File: src/hw/rtl/slid_pkg.sv
// Package for the sorted list block: sizes, command and status codes.
// Depends on nothing; the interfaces and the top level of the block import it.
`default_nettype none

package slid_pkg;

  localparam int DEPTH       = 16;
  localparam int IDX_W       = $clog2(DEPTH);
  localparam int CNT_W       = $clog2(DEPTH + 1);
  localparam int VALUE_W     = 32;
  localparam int COMMAND_W   = 2;
  localparam int STATUS_W    = 2;
  localparam int COUNT_OUT_W = 5;

  typedef enum logic [COMMAND_W-1:0] {
    CMD_INSERT = 2'd0,
    CMD_DELETE = 2'd1,
    CMD_DUMP   = 2'd2
  } command_t;

  typedef enum logic [STATUS_W-1:0] {
    ST_OK        = 2'd0,
    ST_FULL      = 2'd1,
    ST_NOT_FOUND = 2'd2,
    ST_EMPTY     = 2'd3
  } status_t;

endpackage

`default_nettype wire

File: src/hw/rtl/slid_cmd_if.sv
// Command channel of the sorted list block: valid, ready and one command.
// Depends on slid_pkg for the field widths.
`default_nettype none

interface slid_cmd_if import slid_pkg::*; ();
  logic                       valid;
  logic                       ready;
  logic [COMMAND_W-1:0]       command;
  logic signed [VALUE_W-1:0]  value;

  modport source (output valid, output command, output value, input ready);
  modport sink   (input valid, input command, input value, output ready);
endinterface

`default_nettype wire

File: src/hw/rtl/slid_res_if.sv
// Result channel of the sorted list block: valid, ready and one result.
// Depends on slid_pkg for the field widths.
`default_nettype none

interface slid_res_if import slid_pkg::*; ();
  logic                       valid;
  logic                       ready;
  logic signed [VALUE_W-1:0]  entry_value;
  logic [STATUS_W-1:0]        status;
  logic [COUNT_OUT_W-1:0]     entry_count;
  logic                       last;

  modport source (output valid, output entry_value, output status, output entry_count,
                  output last, input ready);
  modport sink   (input valid, input entry_value, input status, input entry_count,
                  input last, output ready);
endinterface

`default_nettype wire

File: src/hw/rtl/slid_ram.sv
// Generic simple dual-port RAM: one write port, one read port, registered read.
// Stands alone; no package needed.
`default_nettype none

module slid_ram #(
  parameter int WIDTH = 32,
  parameter int DEPTH = 16
) (
  input  wire logic                     clk,
  input  wire logic                     wr_en,
  input  wire logic [$clog2(DEPTH)-1:0] wr_addr,
  input  wire logic [WIDTH-1:0]         wr_data,
  input  wire logic [$clog2(DEPTH)-1:0] rd_addr,
  output logic      [WIDTH-1:0]         rd_data
);

  logic [WIDTH-1:0] mem [DEPTH];

  always_ff @(posedge clk) begin
    if (wr_en) begin
      mem[wr_addr] <= wr_data;
    end
    rd_data <= mem[rd_addr];
  end

endmodule

`default_nettype wire

File: src/hw/rtl/sorted_list_insert_delete.sv
// Top level of the sorted list block: sequencer around one entry RAM.
// Depends on slid_pkg, slid_cmd_if, slid_res_if and slid_ram.
`default_nettype none

// A sorted list of up to DEPTH signed 32-bit values, held in ascending order.
// Commands arrive as transactions on the cmd channel: insert places the value
// after any equal entries, delete removes the first equal entry, dump emits
// every entry in order. Results leave as transactions on the res channel.
// Insert and delete give one status result each; dump gives one result per
// entry (one result with status empty for an empty list), with last set on
// the final one. An unused command code is taken and ignored.
// The block accepts one command at a time; cmd.ready is high only while the
// sequencer is idle. An insert is a backward walk that shifts entries up by
// one, one entry per cycle; a delete is a forward walk that shifts entries
// down; a dump emits the entries in order and holds while the receiver stalls.
// The pace is set by the single read and single write port of the RAM.
// The result register decouples the two sides: the next command is accepted
// while the previous result still waits. When the receiver stalls, the
// sequencer holds its place and the RAM read is repeated at the same address.
// Synchronous reset empties the list; the RAM contents are not cleared.
module sorted_list_insert_delete import slid_pkg::*; (
  input wire logic clk,
  input wire logic rst,
  slid_cmd_if.sink   cmd,
  slid_res_if.source res
);

  typedef enum logic [2:0] {
    S_IDLE,
    S_INS,
    S_INS_PUT,
    S_DEL,
    S_DUMP,
    S_RESP
  } state_t;

  state_t                    state;
  logic [IDX_W-1:0]          idx;
  logic [CNT_W-1:0]          count;
  logic signed [VALUE_W-1:0] val;
  logic                      found;
  status_t                   resp_status;

  logic                      res_valid;
  logic signed [VALUE_W-1:0] res_value;
  status_t                   res_status;
  logic [COUNT_OUT_W-1:0]    res_count;
  logic                      res_last;

  logic                      wr_en;
  logic [IDX_W-1:0]          wr_addr;
  logic [VALUE_W-1:0]        wr_data;
  logic [IDX_W-1:0]          rd_addr;
  logic [VALUE_W-1:0]        rd_data;

  logic [IDX_W-1:0]          last_idx;
  logic                      greater;
  logic                      match;
  logic                      out_free;
  logic                      res_load;

  slid_ram #(
    .WIDTH (VALUE_W),
    .DEPTH (DEPTH)
  ) u_entries (
    .clk     (clk),
    .wr_en   (wr_en),
    .wr_addr (wr_addr),
    .wr_data (wr_data),
    .rd_addr (rd_addr),
    .rd_data (rd_data)
  );

  // Position of the highest held entry; only meaningful while count is nonzero.
  assign last_idx = IDX_W'(count - CNT_W'(1));
  assign greater  = $signed(rd_data) > val;
  assign match    = rd_data == $unsigned(val);
  // The result register can take a new result in this cycle.
  assign out_free = !res_valid || res.ready;
  // A result is loaded into the result register in this cycle.
  assign res_load = ((state == S_DUMP) || (state == S_RESP)) && out_free;

  assign cmd.ready       = state == S_IDLE;
  assign res.valid       = res_valid;
  assign res.entry_value = res_value;
  assign res.status      = res_status;
  assign res.entry_count = res_count;
  assign res.last        = res_last;

  // RAM control. The read data in each walking state belongs to entry idx, and
  // the address presented now fetches the entry the next cycle will need.
  always_comb begin
    wr_en   = 1'b0;
    wr_addr = idx;
    wr_data = rd_data;
    rd_addr = '0;
    case (state)
      S_IDLE: begin
        rd_addr = (cmd.command == CMD_INSERT) ? last_idx : '0;
      end
      S_INS: begin
        // Walking down: a larger entry moves up one place, otherwise the new
        // value lands just above the entry that is not larger.
        rd_addr = idx - IDX_W'(1);
        wr_en   = 1'b1;
        wr_addr = idx + IDX_W'(1);
        wr_data = greater ? rd_data : $unsigned(val);
      end
      S_INS_PUT: begin
        wr_en   = 1'b1;
        wr_addr = idx;
        wr_data = $unsigned(val);
      end
      S_DEL: begin
        // Walking up: once the match is passed, every entry moves down one.
        rd_addr = idx + IDX_W'(1);
        wr_en   = found;
        wr_addr = idx - IDX_W'(1);
        wr_data = rd_data;
      end
      S_DUMP: begin
        rd_addr = out_free ? idx + IDX_W'(1) : idx;
      end
      default: begin
        rd_addr = '0;
      end
    endcase
  end

  always_ff @(posedge clk) begin
    if (rst) begin
      state     <= S_IDLE;
      idx       <= '0;
      count     <= '0;
      found     <= 1'b0;
      res_valid <= 1'b0;
    end else begin
      if (res_load) begin
        res_valid <= 1'b1;
      end else if (res_valid && res.ready) begin
        res_valid <= 1'b0;
      end
      case (state)
        S_IDLE: begin
          if (cmd.valid) begin
            case (cmd.command)
              CMD_INSERT: begin
                val <= cmd.value;
                if (count >= CNT_W'(DEPTH)) begin
                  resp_status <= ST_FULL;
                  state       <= S_RESP;
                end else if (count == '0) begin
                  idx   <= '0;
                  state <= S_INS_PUT;
                end else begin
                  idx   <= last_idx;
                  state <= S_INS;
                end
              end
              CMD_DELETE: begin
                val <= cmd.value;
                if (count == '0) begin
                  resp_status <= ST_EMPTY;
                  state       <= S_RESP;
                end else begin
                  idx   <= '0;
                  found <= 1'b0;
                  state <= S_DEL;
                end
              end
              CMD_DUMP: begin
                if (count == '0) begin
                  val         <= '0;
                  resp_status <= ST_EMPTY;
                  state       <= S_RESP;
                end else begin
                  idx   <= '0;
                  state <= S_DUMP;
                end
              end
              default: begin
                state <= S_IDLE;
              end
            endcase
          end
        end
        S_INS: begin
          if (greater) begin
            if (idx == '0) begin
              state <= S_INS_PUT;
            end else begin
              idx <= idx - IDX_W'(1);
            end
          end else begin
            count       <= count + CNT_W'(1);
            resp_status <= ST_OK;
            state       <= S_RESP;
          end
        end
        S_INS_PUT: begin
          count       <= count + CNT_W'(1);
          resp_status <= ST_OK;
          state       <= S_RESP;
        end
        S_DEL: begin
          if (idx == last_idx) begin
            if (found || match) begin
              count       <= count - CNT_W'(1);
              resp_status <= ST_OK;
            end else begin
              resp_status <= ST_NOT_FOUND;
            end
            state <= S_RESP;
          end else begin
            found <= found || match;
            idx   <= idx + IDX_W'(1);
          end
        end
        S_DUMP: begin
          if (out_free) begin
            res_value  <= $signed(rd_data);
            res_status <= ST_OK;
            res_count  <= COUNT_OUT_W'(count);
            res_last   <= idx == last_idx;
            if (idx == last_idx) begin
              state <= S_IDLE;
            end else begin
              idx <= idx + IDX_W'(1);
            end
          end
        end
        S_RESP: begin
          if (out_free) begin
            res_value  <= val;
            res_status <= resp_status;
            res_count  <= COUNT_OUT_W'(count);
            res_last   <= 1'b1;
            state      <= S_IDLE;
          end
        end
        default: begin
          state <= S_IDLE;
        end
      endcase
    end
  end

`ifndef SYNTH
  // The list never holds more than its capacity.
  a_count_bound: assert property (@(posedge clk) disable iff (rst)
    count <= CNT_W'(DEPTH))
    else $error("entry count above capacity");

  // Shifting never writes past the position just above the held entries.
  a_write_bound: assert property (@(posedge clk) disable iff (rst)
    wr_en |-> {{(CNT_W-IDX_W){1'b0}}, wr_addr} <= count)
    else $error("RAM write beyond the held entries");

  // One command changes the count by at most one.
  a_count_step: assert property (@(posedge clk) disable iff (rst)
    1'b1 |=> (count == $past(count)) || (count == $past(count) + CNT_W'(1)) ||
             (count == $past(count) - CNT_W'(1)))
    else $error("entry count jumped");

  // Only dump results that are not the final one come without last, and they are ok.
  a_not_last_ok: assert property (@(posedge clk) disable iff (rst)
    (res_valid && !res_last) |-> (res_status == ST_OK))
    else $error("non-final result with an error status");
`endif

endmodule

`default_nettype wire
File: src/flat_wrapper.sv
// flat-port wrapper written by rule: the top's interface ports become plain ports
module sorted_list_insert_delete_flat import slid_pkg::*;
  (clk, rst, cmd_valid, cmd_command, cmd_value, cmd_ready, res_valid, res_entry_value, res_status, res_entry_count, res_last, res_ready);
  slid_cmd_if cmd_i ();
  slid_res_if res_i ();
  input wire logic clk;
  input wire logic rst;
  input wire logic [$bits(cmd_i.valid)-1:0] cmd_valid;
  input wire logic [$bits(cmd_i.command)-1:0] cmd_command;
  input wire logic [$bits(cmd_i.value)-1:0] cmd_value;
  output wire logic [$bits(cmd_i.ready)-1:0] cmd_ready;
  output wire logic [$bits(res_i.valid)-1:0] res_valid;
  output wire logic [$bits(res_i.entry_value)-1:0] res_entry_value;
  output wire logic [$bits(res_i.status)-1:0] res_status;
  output wire logic [$bits(res_i.entry_count)-1:0] res_entry_count;
  output wire logic [$bits(res_i.last)-1:0] res_last;
  input wire logic [$bits(res_i.ready)-1:0] res_ready;
  assign cmd_i.valid = cmd_valid;
  assign cmd_i.command = cmd_command;
  assign cmd_i.value = cmd_value;
  assign cmd_ready = cmd_i.ready;
  assign res_valid = res_i.valid;
  assign res_entry_value = res_i.entry_value;
  assign res_status = res_i.status;
  assign res_entry_count = res_i.entry_count;
  assign res_last = res_i.last;
  assign res_i.ready = res_ready;
  sorted_list_insert_delete u_core (.clk(clk), .rst(rst), .cmd(cmd_i), .res(res_i));
endmodule
File: config.mk
export PLATFORM = sky130hd
export DESIGN_NAME = sorted_list_insert_delete_flat
export DESIGN_NICKNAME = d
export VERILOG_FILES = /design/src/hw/rtl/slid_pkg.sv /design/src/hw/rtl/slid_cmd_if.sv /design/src/hw/rtl/slid_res_if.sv /design/src/hw/rtl/slid_ram.sv /design/src/hw/rtl/sorted_list_insert_delete.sv /design/src/flat_wrapper.sv
export SDC_FILE = /design/constraint.sdc
export NUM_CORES = 1
export LEC_CHECK = 0
export BUFFER_PORTS_ARGS = -buffer_cell sky130_fd_sc_hd__buf_2
export CAP_MARGIN = 5
export CORE_MARGIN = 2
export CORE_UTILIZATION = 40
export DETAILED_ROUTE_END_ITERATION = 16
export PLACE_DENSITY = 0.61
export SYNTH_ARGS = -nofsm -noshare
export SYNTH_HDL_FRONTEND = slang
export SYNTH_SLANG_ARGS = --single-unit
export TNS_END_PERCENT = 1
File: constraint.sdc
create_clock -name clk -period 7.5 [get_ports clk]
set_input_delay 0.375 -clock clk [delete_from_list [all_inputs] [get_ports clk]]
set_output_delay 0.375 -clock clk [all_outputs]
set_load 0.05 [all_outputs]
# After elaboration in Yosys (flattened, before gate mapping)
# Memories as Yosys holds them, arrays and structs flattened. A register that Yosys moved wholly into a read port is not among the register bits.
# Cells that the tools add are included.
# classes
add_sub_neg,4
magnitude_cmp,2
eq_ne,28
mux,62
bitwise,1
reduce_logical,29
# op_table
op,count
$pmux 32 s2,3
$mux 32,4
$mux 4,10
$eq 32x32->1,1
$gt 32x32->1,1
$pmux 4 s4,2
$mux 3,9
$mux 2,9
$pmux 3 s6,1
$pmux 4 s2,2
$reduce_and 8->1,2
$mux 5,3
$pmux 5 s3,1
$ne 2x1->1 const B,7
$ne 2x2->1 const B,6
$ne 3x3->1 const B,4
$mux 1,11
$reduce_and 5->1,2
$pmux 3 s3,1
$pmux 2 s2,2
$pmux 2 s4,1
$reduce_and 4->1,2
$reduce_bool 2->1,4
$reduce_bool 4->1,2
other kinds (25),36
# word_totals
reg_bits,88
ram_bits,512
in_bits,38
output_inout_bits,42
n_memories,1
# mem_list
memory,words,word_bits,read_ports,rd_clocked_by_memory_dff,write_ports,line,text
u_core.u_entries.mem,16,32,1,1,1,slid_ram.sv:17,logic [WIDTH-1:0] mem [DEPTH];

# Logic depth before layout (Yosys ltp)
# depth
ltp_word,6
ltp_mapped,13
depth_no_buf,10

# Modules after synthesis
# Synthesis repeated with hierarchy kept, for this count alone.
# hier_totals
cells_unflattened,1392
area_unflattened_um2,25429.4
# by_module_without_submodules
module,n_inst,cells_each,area_per_inst_um2,seq_area_each_um2
slid_ram,1,838,19835.3,16015.4
sorted_list_insert_delete,1,554,5594.1,2502.4

# Worst setup path after synthesis
# No wires, ideal clock.
# synth_path
path_kind,flip-flop to flip-flop
start,register u_core.count[0]
end,"register u_core.val[0], enable pin"
t_arrival_ns,6.527
t_required_ns,6.905
slack_ns,0.378
path_stages_with_launch,6
path_buffers,1
synth_period_minus_slack_ns,7.122
cell_sequence,dfxtp_1 clkbuf_1 inv_1 ha_1 or4b_2 a2111oi_0
# synth_between
elab_chain_cells,3
# synth_rtl
item,line,text
from (decl),sorted_list_insert_delete.sv:39,logic [CNT_W-1:0] count;
from (signal assigned),sorted_list_insert_delete.sv:195,count <= count + CNT_W'(1);
from (signal assigned),sorted_list_insert_delete.sv:201,count <= count + CNT_W'(1);
from (signal assigned),sorted_list_insert_delete.sv:208,count <= count - CNT_W'(1);
$logic_not 5->1,sorted_list_insert_delete.sv:172,if (count == '0) begin
$ne 2x1->1 (no line),-,
$reduce_and 5->1 (no line),-,
to (signal assigned),sorted_list_insert_delete.sv:148,val <= cmd.value;
to (signal assigned),sorted_list_insert_delete.sv:161,val <= cmd.value;
to (decl),sorted_list_insert_delete.sv:40,logic signed [VALUE_W-1:0] val;
# Every way passes these cells.
# A chain may end at the register's enable or synchronous reset.

# Worst setup path in the final report
# layout_path
start,register u_core.idx[0]
end,"register u_core.u_entries.rd_data[5], read port of u_core.u_entries.mem"
# layout_between
elab_chain_cells,3
# layout_rtl
item,line,text
from (decl),sorted_list_insert_delete.sv:38,logic [IDX_W-1:0] idx;
from (signal assigned),sorted_list_insert_delete.sv:156,idx <= last_idx;
from (signal assigned),sorted_list_insert_delete.sv:192,idx <= idx - IDX_W'(1);
from (signal assigned),sorted_list_insert_delete.sv:216,idx <= idx + IDX_W'(1);
$add 4x1->4,"sorted_list_insert_delete.sv:116, sorted_list_insert_delete.sv:122",
$mux 4,sorted_list_insert_delete.sv:122,rd_addr = out_free ? idx + IDX_W'(1) : idx;
$pmux 4 s4 *,sorted_list_insert_delete.sv:97,case (state)
to (decl),slid_ram.sv:14,output logic [WIDTH-1:0] rd_data
# Mark *: on every way between the ends. The rest lies on a longest branch, timed or not.

==> impl_results.md <==
- Worst reg2reg path depth: 12
- Max_cap viols: 0
- FMAX: about 230 MHz
- Yosys warns: 0
- Top delay family on crit path: buffers and inverters
- Min-delay src: cmd_value[27]
- Total gr overflow: 0
- Setup_tns: 0 ns
- Post-Route Skew: between 0.015 and 0.02 ns
- Most frequent cell after synthesis: edfxtp_1
- Tightest Hold Check Type: input port to register
- Fin. max-slew vios: 0
- HPWL reported at the end of detailed placement: approximately 37 mm
- Mapped Cells: roughly 2000
- Worst VDD drop: roughly 0.46 mV
- Proportion of netlist area held by the largest area contributor: around 66%
- Post-synth top cells: 586 x edfxtp_1, 326 x nand2_1, 161 x a211oi_1
- Post-route ant nets: 0
- Worst setup SP type: register
- Initial antenna violation count: 0
- Post-route cell area: just under 0.03 mm2
- Worst Setup End Kind: register
- Hold Path Sink: u_core.val[27]
- CP Class: register to register
- Tmin final: between 4 and 5 ns
- Die area: 0.0685 mm2
- H-tree depth: 2
- CP Data Arrival Time: 4.86 ns
- Total CTS buffers: 57
- Synth area leaders: edfxtp_1 66%, nand2_1 4.6%, a211oi_1 4.6%, dfxtp_1 3.5%, a311oi_1 2.2%
- I/O pin count: 80
- Endpoints failing setup: 0
- Synth area leader: edfxtp_1
- Crit-path cells: inv_1 > ha_1 > xnor2_1 > a32oi_1 > o22ai_4 > buf_4 > buf_4 > and2_1 > a211oi_1 > a311oi_1 > a211oi_1 > a21oi_1
- Status: complete, no violations
- Post-synthesis register bit count: 632
- Synthesized area: approximately 0.027 mm2
- Slew @ Worst Pin: 1.16 ns
- Register area share after synthesis: 69.7%
- Area Overhead vs Synth: 12.2%
- # diodes: 0
- RSZ-0062 raised after global routing: false
- Post-Syn Nets: 2064
- Worst Path Required: between 8 and 9 ns
- Final worst-path cycle share: between 50% and 60%
- Gr usage total: about a fifth
- Clk_lat worst skew: 0.63 ns
- Placeable Area: roughly 0.066 mm2
- Average vias per placed instance: 5.57
- Row cnt: 94
- Async SR Flop Fraction: 0%
- Vias: approximately 16000
- Placed Instance Area: 0.0279 mm2
- Hold Vio Cnt, Final: 0
- Port bufs: 79
- First-pass GRT wire length: approximately 97 mm
- Pwr dens: between 400 and 500 mW/mm2
- Resized Gates After CTS: 0
- Root Buffer Master: clkbuf_16
- Vias in the first global route: ~15000
- Postcts setup bufs: 0
- Synth unique cells: 70
- Hold Path Stages: 2
- Clock Path Buffers: 3
- DIE HEIGHT: around 260 um
- R2R Setup Slk: 3.19 ns
- Nets: 2098
- Worst-path clk slew: 0.07 ns
- TritonCTS clock tree: yes
- Drc violations: 0
- Initial core utilization: a little over 40%
- Syn Area/Cell: between 10 and 15 um2
- Hold Buf Count CTS: 0
- Largest net degree at the start of global routing: around 240
- Initial DRC count: 1578
- Lkg Pwr: between 9 and 10 nW
- Die Wd: roughly 260 um
- FF-to-FF End: u_core.u_entries.rd_data[5]
- Slowest cell on crit path: buf_4
- Number of flops mapped to enable cells by yosys: ~600
- Worst stage delay on the critical path: 0.71 ns
- DRT Pass-1 Iters: 5
- Most used flip-flop cell after synthesis: edfxtp_1
- Crit path from: u_core.idx[0]
- # fillers: approximately 5800
- Clk sinks: between 600 and 700
- WP buf/inv: 3
- Reg2reg start: u_core.idx[0]
- WL/cell: ~23 um
- Slew HR: a little under a quarter
- Ratio of cells with drive above 1 in the final layout: roughly an eighth
- Drt total wl: ~66 mm
- Worst-path maximum fanout: between 70 and 80
- Layout Utilization: 45.3%
- Gpl congestion: 0.946
## final cells by class
type	count	area (um2)	share of cell area, %
clock buffers	68	1510	5.07
clock inverters	37	424	1.42
multi-input cells	1166	7410	24.9
flip-flops and latches	632	18500	62.2
inverters	52	195	0.655
repair buffers	110	653	2.19
well taps	864	1080	3.63
## cell families (layout without fill, tap and decap cells)
group | count (synthesis) | after routing | synth area share, %
flip-flops | 632 | 632 | 69.7
XOR/XNOR | 17 | 17 | 0.612
AND/OR/NAND/NOR | 603 | 603 | 10.9
AO/OA/AOI/OAI | 464 | 464 | 12.0
multiplexers | 41 | 41 | 1.71
adder cells (fa/ha/maj) | 41 | 41 | 1.93
buffers and inverters | 187 | 267 | 3.11
## through the flow
step / hold slack (ns) / worst slack (ns) / instances / power, mW
global placement: 0.534 / 3.39 / 2824 / 9.94
finish: 0.0573 / 3.19 / 2929 / 13.0
detailed placement: 0.532 / 3.27 / 2824 / 10.1
global route: 0.0501 / 2.78 / 2929 / 13.8
CTS: 0.0301 / 3.25 / 2929 / 13.1
floorplan: 0.403 / 0.378 / 1985 / 8.78
## power breakdown
| part | switching [mW] | internal, mW | leakage (nW) | total [mW] |
|---|---|---|---|---|
| Combinational | 3.44 | 1.53 | 3.33 | 4.97 |
| Clock | 1.29 | 1.72 | 0.928 | 3.01 |
| Sequential | 0.223 | 4.84 | 5.66 | 5.07 |
| Total | 4.96 | 8.09 | 9.92 | 13.0 |
## worst reg2reg max path: cells and delay by family, from the launching register on
family | cells | cell delay (ns)
DFF | 1 | 0.57
xor gates and xnor gates | 1 | 0.20
adders and majority gates | 1 | 0.39
and+or+nand+nor | 1 | 0.27
AOI/OAI and AO/OA | 6 | 1.28
buffers and inverters | 3 | 1.52
## sequential cells by signal, summed over array words and instances (netlist names), 3 cells and up
signal and flops:
u_core.u_entries.rd_data 32, u_core.res.entry_count 5, u_core.idx 4, u_core.res.entry_value 32, u_core.count 5, u_core.u_entries.mem 512, u_core.state 3, u_core.val 32
## worst max path at each step
stage                                              to  depth (start not counted)
after global routing      u_core.u_entries.rd_data[4]                         12
after global placement    u_core.u_entries.rd_data[5]                         12
after floorplan                         u_core.val[0]                          5
after CTS                 u_core.u_entries.rd_data[5]                         12
after detailed placement  u_core.u_entries.rd_data[5]                         12
final                     u_core.u_entries.rd_data[5]                         12
## routing by layer
metal | vias to the layer above | track usage (%) | wire [um] | share of wire [%]
li1 | 7545 | - | - | -
met1 | 8189 | 25.4 | 27800 | 42
met5 | - | 0 | 0 | 0
met2 | 466 | 32.4 | 32600 | 49
met3 | 109 | 2.78 | 3860 | 5.8
met4 | 0 | 6.36 | 2000 | 3.0
## cell usage in the layout (no fill, tap or decap), types with 4 or more instances in the layout
cell	count
mux2i_1	6
nand4_1	11
clkbuf_1	8
a21oi_1	90
a311oi_1	66
xor2_1	4
o211ai_1	4
buf_4	29
nor2_4	17
a211oi_1	161
and2_0	52
inv_1	52
nand3_1	12
nor2_1	31
dfxtp_1	46
clkbuf_16	58
ha_1	41
nor3_1	5
edfxtp_1	586
bufinv_16	8
and2_1	76
a31oi_1	67
nor2b_1	38
nand2_1	326
mux2_1	24
nor3_2	5
o21ai_0	42
clkinv_2	9
nand2b_1	7
clkinvlp_4	6
xnor2_1	12
clkinv_1	10
mux2_2	11
buf_2	79
Note: power is estimated with default switching activity, not from simulation.
